**src/rtl/srma_pkg.sv**
```systemverilog
// Shared types and sizing constants for the spike-reject moving average.
// No dependencies; compile before the interfaces and modules.
package srma_pkg;

    localparam int WINDOW  = 8;
    localparam int DATA_W  = 32;
    localparam int PTR_W   = (WINDOW > 1) ? $clog2(WINDOW) : 1;
    localparam int CNT_W   = $clog2(WINDOW + 1);
    // Running sum: the window of samples plus one incoming sample before
    // the oldest one is removed.
    localparam int SUM_W   = DATA_W + PTR_W + 1;
    localparam int DIFF_W  = DATA_W + 1;
    localparam int DIV_STEPS = SUM_W;
    localparam int DCNT_W  = $clog2(DIV_STEPS + 1);

    localparam logic [DATA_W-1:0] JUMP_LIMIT_RESET = DATA_W'(1000);

    typedef logic signed [DATA_W-1:0] t_sample;
    typedef logic        [DATA_W-1:0] t_word;
    typedef logic        [PTR_W-1:0]  t_ptr;
    typedef logic        [CNT_W-1:0]  t_count;
    typedef logic signed [SUM_W-1:0]  t_sum;
    typedef logic        [SUM_W-1:0]  t_mag;
    typedef logic signed [DIFF_W-1:0] t_diff;

    // Request to the serial divider.
    typedef struct packed {
        logic   start;
        t_mag   dividend;
        t_count divisor;
    } t_div_req;

    // Response from the serial divider.
    typedef struct packed {
        logic done;
        t_mag quotient;
    } t_div_rsp;

endpackage

```
**src/rtl/srma_ifs.sv**
```systemverilog
// Valid/ready channel interfaces for samples, results and configuration.
// Depends on srma_pkg.
interface srma_sample_if;
    logic              valid;
    logic              ready;
    srma_pkg::t_sample sample;

    modport source (output valid, output sample, input ready);
    modport sink   (input valid, input sample, output ready);
endinterface

interface srma_result_if;
    logic              valid;
    logic              ready;
    logic              accepted;
    srma_pkg::t_sample average;

    modport source (output valid, output accepted, output average, input ready);
    modport sink   (input valid, input accepted, input average, output ready);
endinterface

interface srma_cfg_if;
    logic            valid;
    logic            ready;
    srma_pkg::t_word wdata;

    modport source (output valid, output wdata, input ready);
    modport sink   (input valid, input wdata, output ready);
endinterface

```
**src/rtl/spike_reject_moving_average.sv**
```systemverilog
// Top level of the spike-reject moving average filter.
// Depends on srma_pkg, the channel interfaces in srma_ifs and srma_divider.

// Each sample word is compared with the last stored sample; once the ring
// holds anything, a word whose exact absolute difference from it exceeds
// jump_limit is rejected (accepted = 0, average = 0) and nothing changes.
// Otherwise the word goes into an 8-entry ring, a running sum is updated,
// and the average is the sum divided by the fill count, truncated toward
// zero. The block takes one word at a time. A stored sample occupies
// it from accept until the serial divider, which produces one quotient
// bit per cycle, has finished; a rejected word occupies it only for the
// ring read, the registered difference and the check. The result sits
// in an output register, so a new sample word is taken while the
// previous result waits. jump_limit resets to 1000 and may be written at
// any time the block is idle; the config channel is always ready.
module spike_reject_moving_average (
    input  logic        i_clk,
    input  logic        i_rst_n,
    srma_sample_if.sink i_sample,
    srma_result_if.source o_result,
    srma_cfg_if.sink    i_cfg
);
    import srma_pkg::*;

    typedef enum logic [2:0] {
        S_IDLE,
        S_DIFF,
        S_CHECK,
        S_UPDATE,
        S_DIV_START,
        S_DIV_WAIT,
        S_DONE
    } t_state;

    // Control and datapath registers.
    t_state  r_state,   n_state;
    t_word   r_limit,   n_limit;
    t_sample r_sample,  n_sample;
    t_diff   r_diff,    n_diff;
    t_ptr    r_wp,      n_wp;
    t_count  r_fill,    n_fill;
    t_sum    r_sum,     n_sum;
    logic    r_neg,     n_neg;
    logic    r_acc,     n_acc;
    t_sample r_avg,     n_avg;
    logic    r_out_valid, n_out_valid;
    logic    r_out_acc,   n_out_acc;
    t_sample r_out_avg,   n_out_avg;

    // Sample ring, one write and one registered read port.
    t_sample r_ring [WINDOW];
    t_sample r_rd_data;
    t_ptr    rd_addr;
    t_ptr    last_ptr;
    logic    ring_we;

    t_div_req div_req;
    t_div_rsp div_rsp;

    t_diff   diff_mag;
    logic    spike;
    t_mag    sum_mag;
    t_mag    quo_signed;
    logic    ring_full;

    assign i_sample.ready = (r_state == S_IDLE);
    assign i_cfg.ready    = 1'b1;

    assign o_result.valid    = r_out_valid;
    assign o_result.accepted = r_out_acc;
    assign o_result.average  = r_out_avg;

    assign last_ptr  = (r_wp == '0) ? PTR_W'(WINDOW - 1) : r_wp - 1'b1;
    assign ring_full = (r_fill == CNT_W'(WINDOW));

    // In idle, fetch the newest entry for the spike check; afterwards fetch
    // the slot about to be overwritten, which is the oldest once full.
    assign rd_addr = (r_state == S_IDLE) ? last_ptr : r_wp;
    assign ring_we = (r_state == S_UPDATE);

    always_ff @(posedge i_clk) begin
        if (ring_we) begin
            r_ring[r_wp] <= r_sample;
        end
        r_rd_data <= r_ring[rd_addr];
    end

    assign diff_mag = r_diff[DIFF_W-1] ? -r_diff : r_diff;
    assign spike    = (r_fill != '0) && (diff_mag > {1'b0, r_limit});
    assign sum_mag  = r_sum[SUM_W-1] ? t_mag'(-r_sum) : t_mag'(r_sum);
    assign quo_signed = r_neg ? -div_rsp.quotient : div_rsp.quotient;

    assign div_req.start    = (r_state == S_DIV_START);
    assign div_req.dividend = sum_mag;
    assign div_req.divisor  = r_fill;

    srma_divider u_div (
        .i_clk   (i_clk),
        .i_rst_n (i_rst_n),
        .i_req   (div_req),
        .o_rsp   (div_rsp)
    );

    always_comb begin
        n_state     = r_state;
        n_limit     = r_limit;
        n_sample    = r_sample;
        n_diff      = r_diff;
        n_wp        = r_wp;
        n_fill      = r_fill;
        n_sum       = r_sum;
        n_neg       = r_neg;
        n_acc       = r_acc;
        n_avg       = r_avg;
        n_out_acc   = r_out_acc;
        n_out_avg   = r_out_avg;
        // Drop the held result once the sink takes it.
        n_out_valid = r_out_valid && !o_result.ready;

        if (i_cfg.valid) begin
            n_limit = i_cfg.wdata;
        end

        unique case (r_state)
            S_IDLE: begin
                if (i_sample.valid) begin
                    n_sample = i_sample.sample;
                    n_state  = S_DIFF;
                end
            end
            S_DIFF: begin
                // Exact difference, one bit wider than a sample.
                n_diff  = t_diff'(r_sample) - t_diff'(r_rd_data);
                n_state = S_CHECK;
            end
            S_CHECK: begin
                if (spike) begin
                    n_acc   = 1'b0;
                    n_avg   = '0;
                    n_state = S_DONE;
                end else begin
                    n_state = S_UPDATE;
                end
            end
            S_UPDATE: begin
                // Add the new sample, retire the overwritten one when full.
                n_sum = r_sum + t_sum'(r_sample)
                        - (ring_full ? t_sum'(r_rd_data) : t_sum'(0));
                n_wp  = (r_wp == PTR_W'(WINDOW - 1)) ? '0 : r_wp + 1'b1;
                if (!ring_full) begin
                    n_fill = r_fill + 1'b1;
                end
                n_state = S_DIV_START;
            end
            S_DIV_START: begin
                n_neg   = r_sum[SUM_W-1];
                n_state = S_DIV_WAIT;
            end
            S_DIV_WAIT: begin
                if (div_rsp.done) begin
                    n_acc   = 1'b1;
                    n_avg   = t_sample'(quo_signed[DATA_W-1:0]);
                    n_state = S_DONE;
                end
            end
            S_DONE: begin
                // Hold until the output register is free.
                if (!r_out_valid || o_result.ready) begin
                    n_out_valid = 1'b1;
                    n_out_acc   = r_acc;
                    n_out_avg   = r_avg;
                    n_state     = S_IDLE;
                end
            end
            default: begin
                n_state = S_IDLE;
            end
        endcase
    end

    always_ff @(posedge i_clk) begin
        if (!i_rst_n) begin
            r_state     <= S_IDLE;
            r_limit     <= JUMP_LIMIT_RESET;
            r_wp        <= '0;
            r_fill      <= '0;
            r_sum       <= '0;
            r_out_valid <= 1'b0;
        end else begin
            r_state     <= n_state;
            r_limit     <= n_limit;
            r_wp        <= n_wp;
            r_fill      <= n_fill;
            r_sum       <= n_sum;
            r_out_valid <= n_out_valid;
        end
        r_sample  <= n_sample;
        r_diff    <= n_diff;
        r_neg     <= n_neg;
        r_acc     <= n_acc;
        r_avg     <= n_avg;
        r_out_acc <= n_out_acc;
        r_out_avg <= n_out_avg;
    end

`ifndef SYNTHESIS
    a_fill_bound: assert property (@(posedge i_clk) disable iff (!i_rst_n)
        r_fill <= CNT_W'(WINDOW))
        else $error("fill count beyond window");

    a_empty_sum: assert property (@(posedge i_clk) disable iff (!i_rst_n)
        (r_fill == '0) |-> (r_sum == '0))
        else $error("running sum nonzero with empty ring");

    a_reject_zero: assert property (@(posedge i_clk) disable iff (!i_rst_n)
        (r_out_valid && !r_out_acc) |-> (r_out_avg == '0))
        else $error("rejected result carries nonzero average");

    a_busy_after_accept: assert property (@(posedge i_clk) disable iff (!i_rst_n)
        (i_sample.valid && i_sample.ready) |=> !i_sample.ready)
        else $error("sample taken while previous one in flight");
`endif

endmodule

```
**src/rtl/srma_divider.sv**
```systemverilog
// Serial restoring divider: one quotient bit per cycle, unsigned operands.
// Depends on srma_pkg.
module srma_divider (
    input  logic               i_clk,
    input  logic               i_rst_n,
    input  srma_pkg::t_div_req i_req,
    output srma_pkg::t_div_rsp o_rsp
);
    import srma_pkg::*;

    logic              r_busy;
    logic              r_done;
    logic [DCNT_W-1:0] r_cnt;
    t_count            r_rem;
    t_count            r_div;
    t_mag              r_quo;

    logic [CNT_W:0]    rem_sh;
    logic              fits;
    logic [CNT_W:0]    rem_sub;

    // Shift in the next dividend bit and try a subtract.
    assign rem_sh  = {r_rem, r_quo[SUM_W-1]};
    assign fits    = rem_sh >= {1'b0, r_div};
    assign rem_sub = rem_sh - {1'b0, r_div};

    always_ff @(posedge i_clk) begin
        if (!i_rst_n) begin
            r_busy <= 1'b0;
            r_done <= 1'b0;
            r_cnt  <= '0;
        end else begin
            r_done <= 1'b0;
            if (i_req.start) begin
                r_busy <= 1'b1;
                r_cnt  <= DCNT_W'(DIV_STEPS);
            end else if (r_busy) begin
                r_cnt <= r_cnt - 1'b1;
                if (r_cnt == DCNT_W'(1)) begin
                    r_busy <= 1'b0;
                    r_done <= 1'b1;
                end
            end
        end
    end

    always_ff @(posedge i_clk) begin
        if (i_req.start) begin
            r_quo <= i_req.dividend;
            r_rem <= '0;
            r_div <= i_req.divisor;
        end else if (r_busy) begin
            r_quo <= {r_quo[SUM_W-2:0], fits};
            r_rem <= fits ? rem_sub[CNT_W-1:0] : rem_sh[CNT_W-1:0];
        end
    end

    assign o_rsp.done     = r_done;
    assign o_rsp.quotient = r_quo;

endmodule
```
**src/flat_wrapper.sv**
```systemverilog
// flat-port wrapper written by rule: the top's interface ports become plain ports
module spike_reject_moving_average_flat import srma_pkg::*;
  (i_clk, i_rst_n, i_sample_valid, i_sample_sample, i_sample_ready, o_result_valid, o_result_accepted, o_result_average, o_result_ready, i_cfg_valid, i_cfg_wdata, i_cfg_ready);
  srma_sample_if i_sample_i ();
  srma_result_if o_result_i ();
  srma_cfg_if i_cfg_i ();
  input  logic i_clk;
  input  logic i_rst_n;
  input wire logic [$bits(i_sample_i.valid)-1:0] i_sample_valid;
  input wire logic [$bits(i_sample_i.sample)-1:0] i_sample_sample;
  output wire logic [$bits(i_sample_i.ready)-1:0] i_sample_ready;
  output wire logic [$bits(o_result_i.valid)-1:0] o_result_valid;
  output wire logic [$bits(o_result_i.accepted)-1:0] o_result_accepted;
  output wire logic [$bits(o_result_i.average)-1:0] o_result_average;
  input wire logic [$bits(o_result_i.ready)-1:0] o_result_ready;
  input wire logic [$bits(i_cfg_i.valid)-1:0] i_cfg_valid;
  input wire logic [$bits(i_cfg_i.wdata)-1:0] i_cfg_wdata;
  output wire logic [$bits(i_cfg_i.ready)-1:0] i_cfg_ready;
  assign i_sample_i.valid = i_sample_valid;
  assign i_sample_i.sample = i_sample_sample;
  assign i_sample_ready = i_sample_i.ready;
  assign o_result_valid = o_result_i.valid;
  assign o_result_accepted = o_result_i.accepted;
  assign o_result_average = o_result_i.average;
  assign o_result_i.ready = o_result_ready;
  assign i_cfg_i.valid = i_cfg_valid;
  assign i_cfg_i.wdata = i_cfg_wdata;
  assign i_cfg_ready = i_cfg_i.ready;
  spike_reject_moving_average u_core (.i_clk(i_clk), .i_rst_n(i_rst_n), .i_sample(i_sample_i), .o_result(o_result_i), .i_cfg(i_cfg_i));
endmodule
```
**config.mk**
```make
export PLATFORM = sky130hd
export DESIGN_NAME = spike_reject_moving_average_flat
export DESIGN_NICKNAME = d
export VERILOG_FILES = /design/src/rtl/srma_pkg.sv /design/src/rtl/srma_ifs.sv /design/src/rtl/spike_reject_moving_average.sv /design/src/rtl/srma_divider.sv /design/src/flat_wrapper.sv
export SDC_FILE = /design/constraint.sdc
export NUM_CORES = 1
export LEC_CHECK = 0
export ABC_AREA = 1
export BUFFER_PORTS_ARGS = -buffer_cell sky130_fd_sc_hd__buf_2
export CAP_MARGIN = 20
export CORE_MARGIN = 2
export CORE_UTILIZATION = 56
export DETAILED_ROUTE_END_ITERATION = 10
export PLACE_DENSITY_LB_ADDON = 0.3
export SYNTH_ARGS = -nofsm -noshare
export SYNTH_HDL_FRONTEND = slang
export SYNTH_SLANG_ARGS = --single-unit
export TNS_END_PERCENT = 1
```
**constraint.sdc**
```tcl
create_clock -name i_clk -period 5 [get_ports i_clk]
set_clock_uncertainty 0.05 [all_clocks]
set_input_delay 0.25 -clock i_clk [delete_from_list [all_inputs] [get_ports i_clk]]
set_output_delay 0.25 -clock i_clk [all_outputs]
set_load 0.02 [all_outputs]
```
==> results.toml <==
[die]
die_area_um2 = 51800
dieWidth_um = 228
core_um2 = 49200
start_util = 0.569
rows = 81
boundaryPins = 105
die_h_um = 228

[global_routing]
track_usage = 0.271
grt_pass1_wl_um = 109000
grt_max_degree = 71
antenna_found_initial = 1
gr-total-overflow = 0
grt_pass1_vias = 20800

[cells_and_area]
syn2layout_area_growth_pct = 14.4
drive_gt1_frac = 0.0862
mostFrequentLayoutCells = "428 x edfxtp_1, 418 x nor2_1, 402 x inv_1"
fin_area_um2 = 32000
layout_commonest_cell = "edfxtp_1"
post_layout_nonfiller_instances = 3774
nets = 3282

[cts]
clock_path_buffers = 3
root_buffer = "clkbuf_16"
cts_buffers = 56
clkLatencyLatePin_ps = 640
post-cts-setup-buffer-count = 0
h-tree-depth = 2
cts.sinks = 551
cts.reportedPaths.clkPinSlew_ps = 60
cts_tree = "built"

[power]
p_per_area_nw_per_um2 = 615
leakage_uw = 0.0129
p_total_uw = 19700
irDropWorstVdd_uv = 414

[worst_setup_path]
cpLargestDelayFamily = "simple AND/OR/NAND/NOR gates"
path_buf_inv = 7
reg2regPathDepth = 22
setup.worst_path.end_class = "register"
crit_type = "register to register"
cp.depth = 22
cp-start-kind = "register"
reg2reg_slack_ps = 780
path_max_fanout = 32
cp_slowest_cell = "fa_1"
path_common_cell = "inv_1"
arrival_ps = 4700
max_stage_delay_ps = 520
required_ps = 5470
crit_chain = "inv_1, ha_1, inv_1, nor3_1, inv_1, buf_4, nor2_1, fa_1, inv_1, ha_1, nand2_1, nor2_1, inv_1, nor4_1, nand3_1, nand3_1, nand3_1, nand2_1, or2_2, nand3_1, nand2_1, inv_1"

[sta]
fin_crit_ps = 4220
drv_slew = 0
grt_setup_unrepaired = "false"
setup_slack_ps = 775
hold_viol = 0
slew_headroom = 0.335
worst_pin_slew_ps = 996
min_period_over_period = 0.845
setup_tns_ps = 0
max_freq_ghz = 0.237
setup_viol = 0

[synthesis]
synth_xor_area_frac = 0.0360
synthAdderAreaFrac = 0.0779
synth.mux.area_fraction = 0
synth_top_family_by_area = "compound AO/OA/AOI/OAI gates"
ys_seq_elements = 551
ys_types = 54
synth_top_area_cell = "edfxtp_1"
synth_nets = 3112
yosysSeqAreaShare = 0.547
yosys-top-cells-area = "edfxtp_1 46%, dfxtp_1 8.8%, nor2_1 5.8%, inv_1 5.4%, ha_1 5.1%"
syn_avg_cell_area_um2 = 9.68
synth_compound_area_frac = 0.140
syn-cell-area_um2 = 28000
synth.top_cell.area_share = 0.459
ys_warn_count = 0
postSynthCellCount = 2891
synth-simple-area-share = 0.129

[placed_design]
dp.cells = 3588
place_congestion = 0.968
placed_area_um2 = 29200
portBuffers = 103
dp_hpwl_um = 48000
place_ws_ps = 846

[route]
routed-via-count = 21100
routed_wl_um = 68800
drt_iter0_drc = 1918
dr_wl_met3_um = 3630
top_layer = "met4"
wl_per_cell_um = 18.2
antenna_left = 0
drc = 0
m1WireLength_um = 29900
wl_met2_um = 32900
first_pass_iters = 5
vias_per_cell = 5.58

[hold_path]
min_path_type = "input pin to register"
worst_hold_path.num_cells = 3

[run]
max-cap-violations = 0

[outcome]
outcome = "finished clean"
==> state kept, by name, indices dropped and copies added (netlist names) <==
register	cells
u_core.r_ring	256
u_core.r_sum	36
u_core.u_div.r_quo	36
u_core.r_diff	33
u_core.o_result.average	32
u_core.r_avg	32
u_core.r_limit	32
u_core.r_rd_data	32
u_core.r_sample	32
u_core.u_div.r_cnt	6
u_core.r_fill	4
u_core.u_div.r_div	4
u_core.u_div.r_rem	4
u_core.r_state	3
u_core.r_wp	3
u_core.o_result.accepted	1
u_core.o_result.valid	1
u_core.r_acc	1
u_core.r_neg	1
u_core.u_div.r_busy	1
u_core.u_div.r_done	1
==> timing repair <==
action                    in CTS  in global routing
hold endpoints to repair      65                  0
resized for setup              0                  0
hold buffers                  76                  0
==> metrics by stage <==
stage / utilization / hold slack, ps
final: 0.651 / 80.7
after detailed placement: 0.594 / 355
after global routing: 0.651 / 80.3
after floorplan: - / 299
after global placement: 0.594 / 353
after CTS: 0.650 / 12.2
==> synthesized netlist by cell type, drive strengths merged <==
cell / number
nor2: 436
edfxtp: 428
inv: 408
o21ai: 299
nand2: 288
a21oi: 234
dfxtp: 123
ha: 115
xor2: 77
nand3: 61
clkbuf: 60
a31oi: 52
nor3: 41
o21bai: 40
xnor2: 38
fa: 37
buf: 34
o32ai: 32
nand4: 19
nor4: 15
o211ai: 11
a21o: 8
o31ai: 7
or2: 6
and3: 4
a21boi: 2
a22oi: 2
o21a: 2
o221ai: 2
o22ai: 2
o41ai: 2
a31o: 1
a32oi: 1
and2: 1
clkinv: 1
conb: 1
or4: 1
==> cell type report <==
cell class | count | area [µm²]
Antenna cell | 1 | 2.50
Inverter | 409 | 1540
Sequential cell | 551 | 15300
Clock buffer | 72 | 1530
Clock inverter | 34 | 438
Fill cell | 3869 | 17100
Tap cell | 664 | 831
Timing Repair Buffer | 206 | 1540
Multi-Input combinational cell | 1837 | 10800
==> worst paths after layout <==
kind / start / endpoint
setup / recovery: u_core.r_fill[1] / u_core.r_sum[35]
hold / removal: i_cfg_valid / u_core.r_limit[0]
setup reg to reg: u_core.r_fill[1] / u_core.r_sum[35]
hold reg to reg: u_core.r_avg[28] / u_core.o_result.average[28]
==> tightest hold or removal path, delay by kind of cell <==
family / cells / cell delay [ps]
buffers and inverters: 1 / 190
AND/OR/NAND/NOR: 1 / 60
AO/OA/AOI/OAI: 1 / 190
==> logic make-up (layout without fill, tap and decap cells) <==
logic type                 after synthesis  count (layout)
AOI/OAI and AO/OA                      697             697
xor gates and xnor gates               115             115
adders and majority gates              152             152
buffers and inverters                  503             721
DFF                                    551             551
other                                    1               2
and+or+nand+nor                        872             872
==> power by group <==
group / switching (µW) / leakage (µW) / internal, µW
logic: 5870 / 0.00707 / 2960
clock network: 1800 / 0.000962 / 2600
registers: 579 / 0.00490 / 5870
total: 8240 / 0.0129 / 11400
==> per-layer routing <==
| metal | track usage | vias to the layer above |
|---|---|---|
| met2 | 0.455 | 670 |
| met5 | 0 | - |
| met1 | 0.359 | 10000 |
| met3 | 0.0338 | 150 |
| met4 | 0.105 | 0 |
| li1 | - | 10200 |
(Power assumes the default switching activity.)
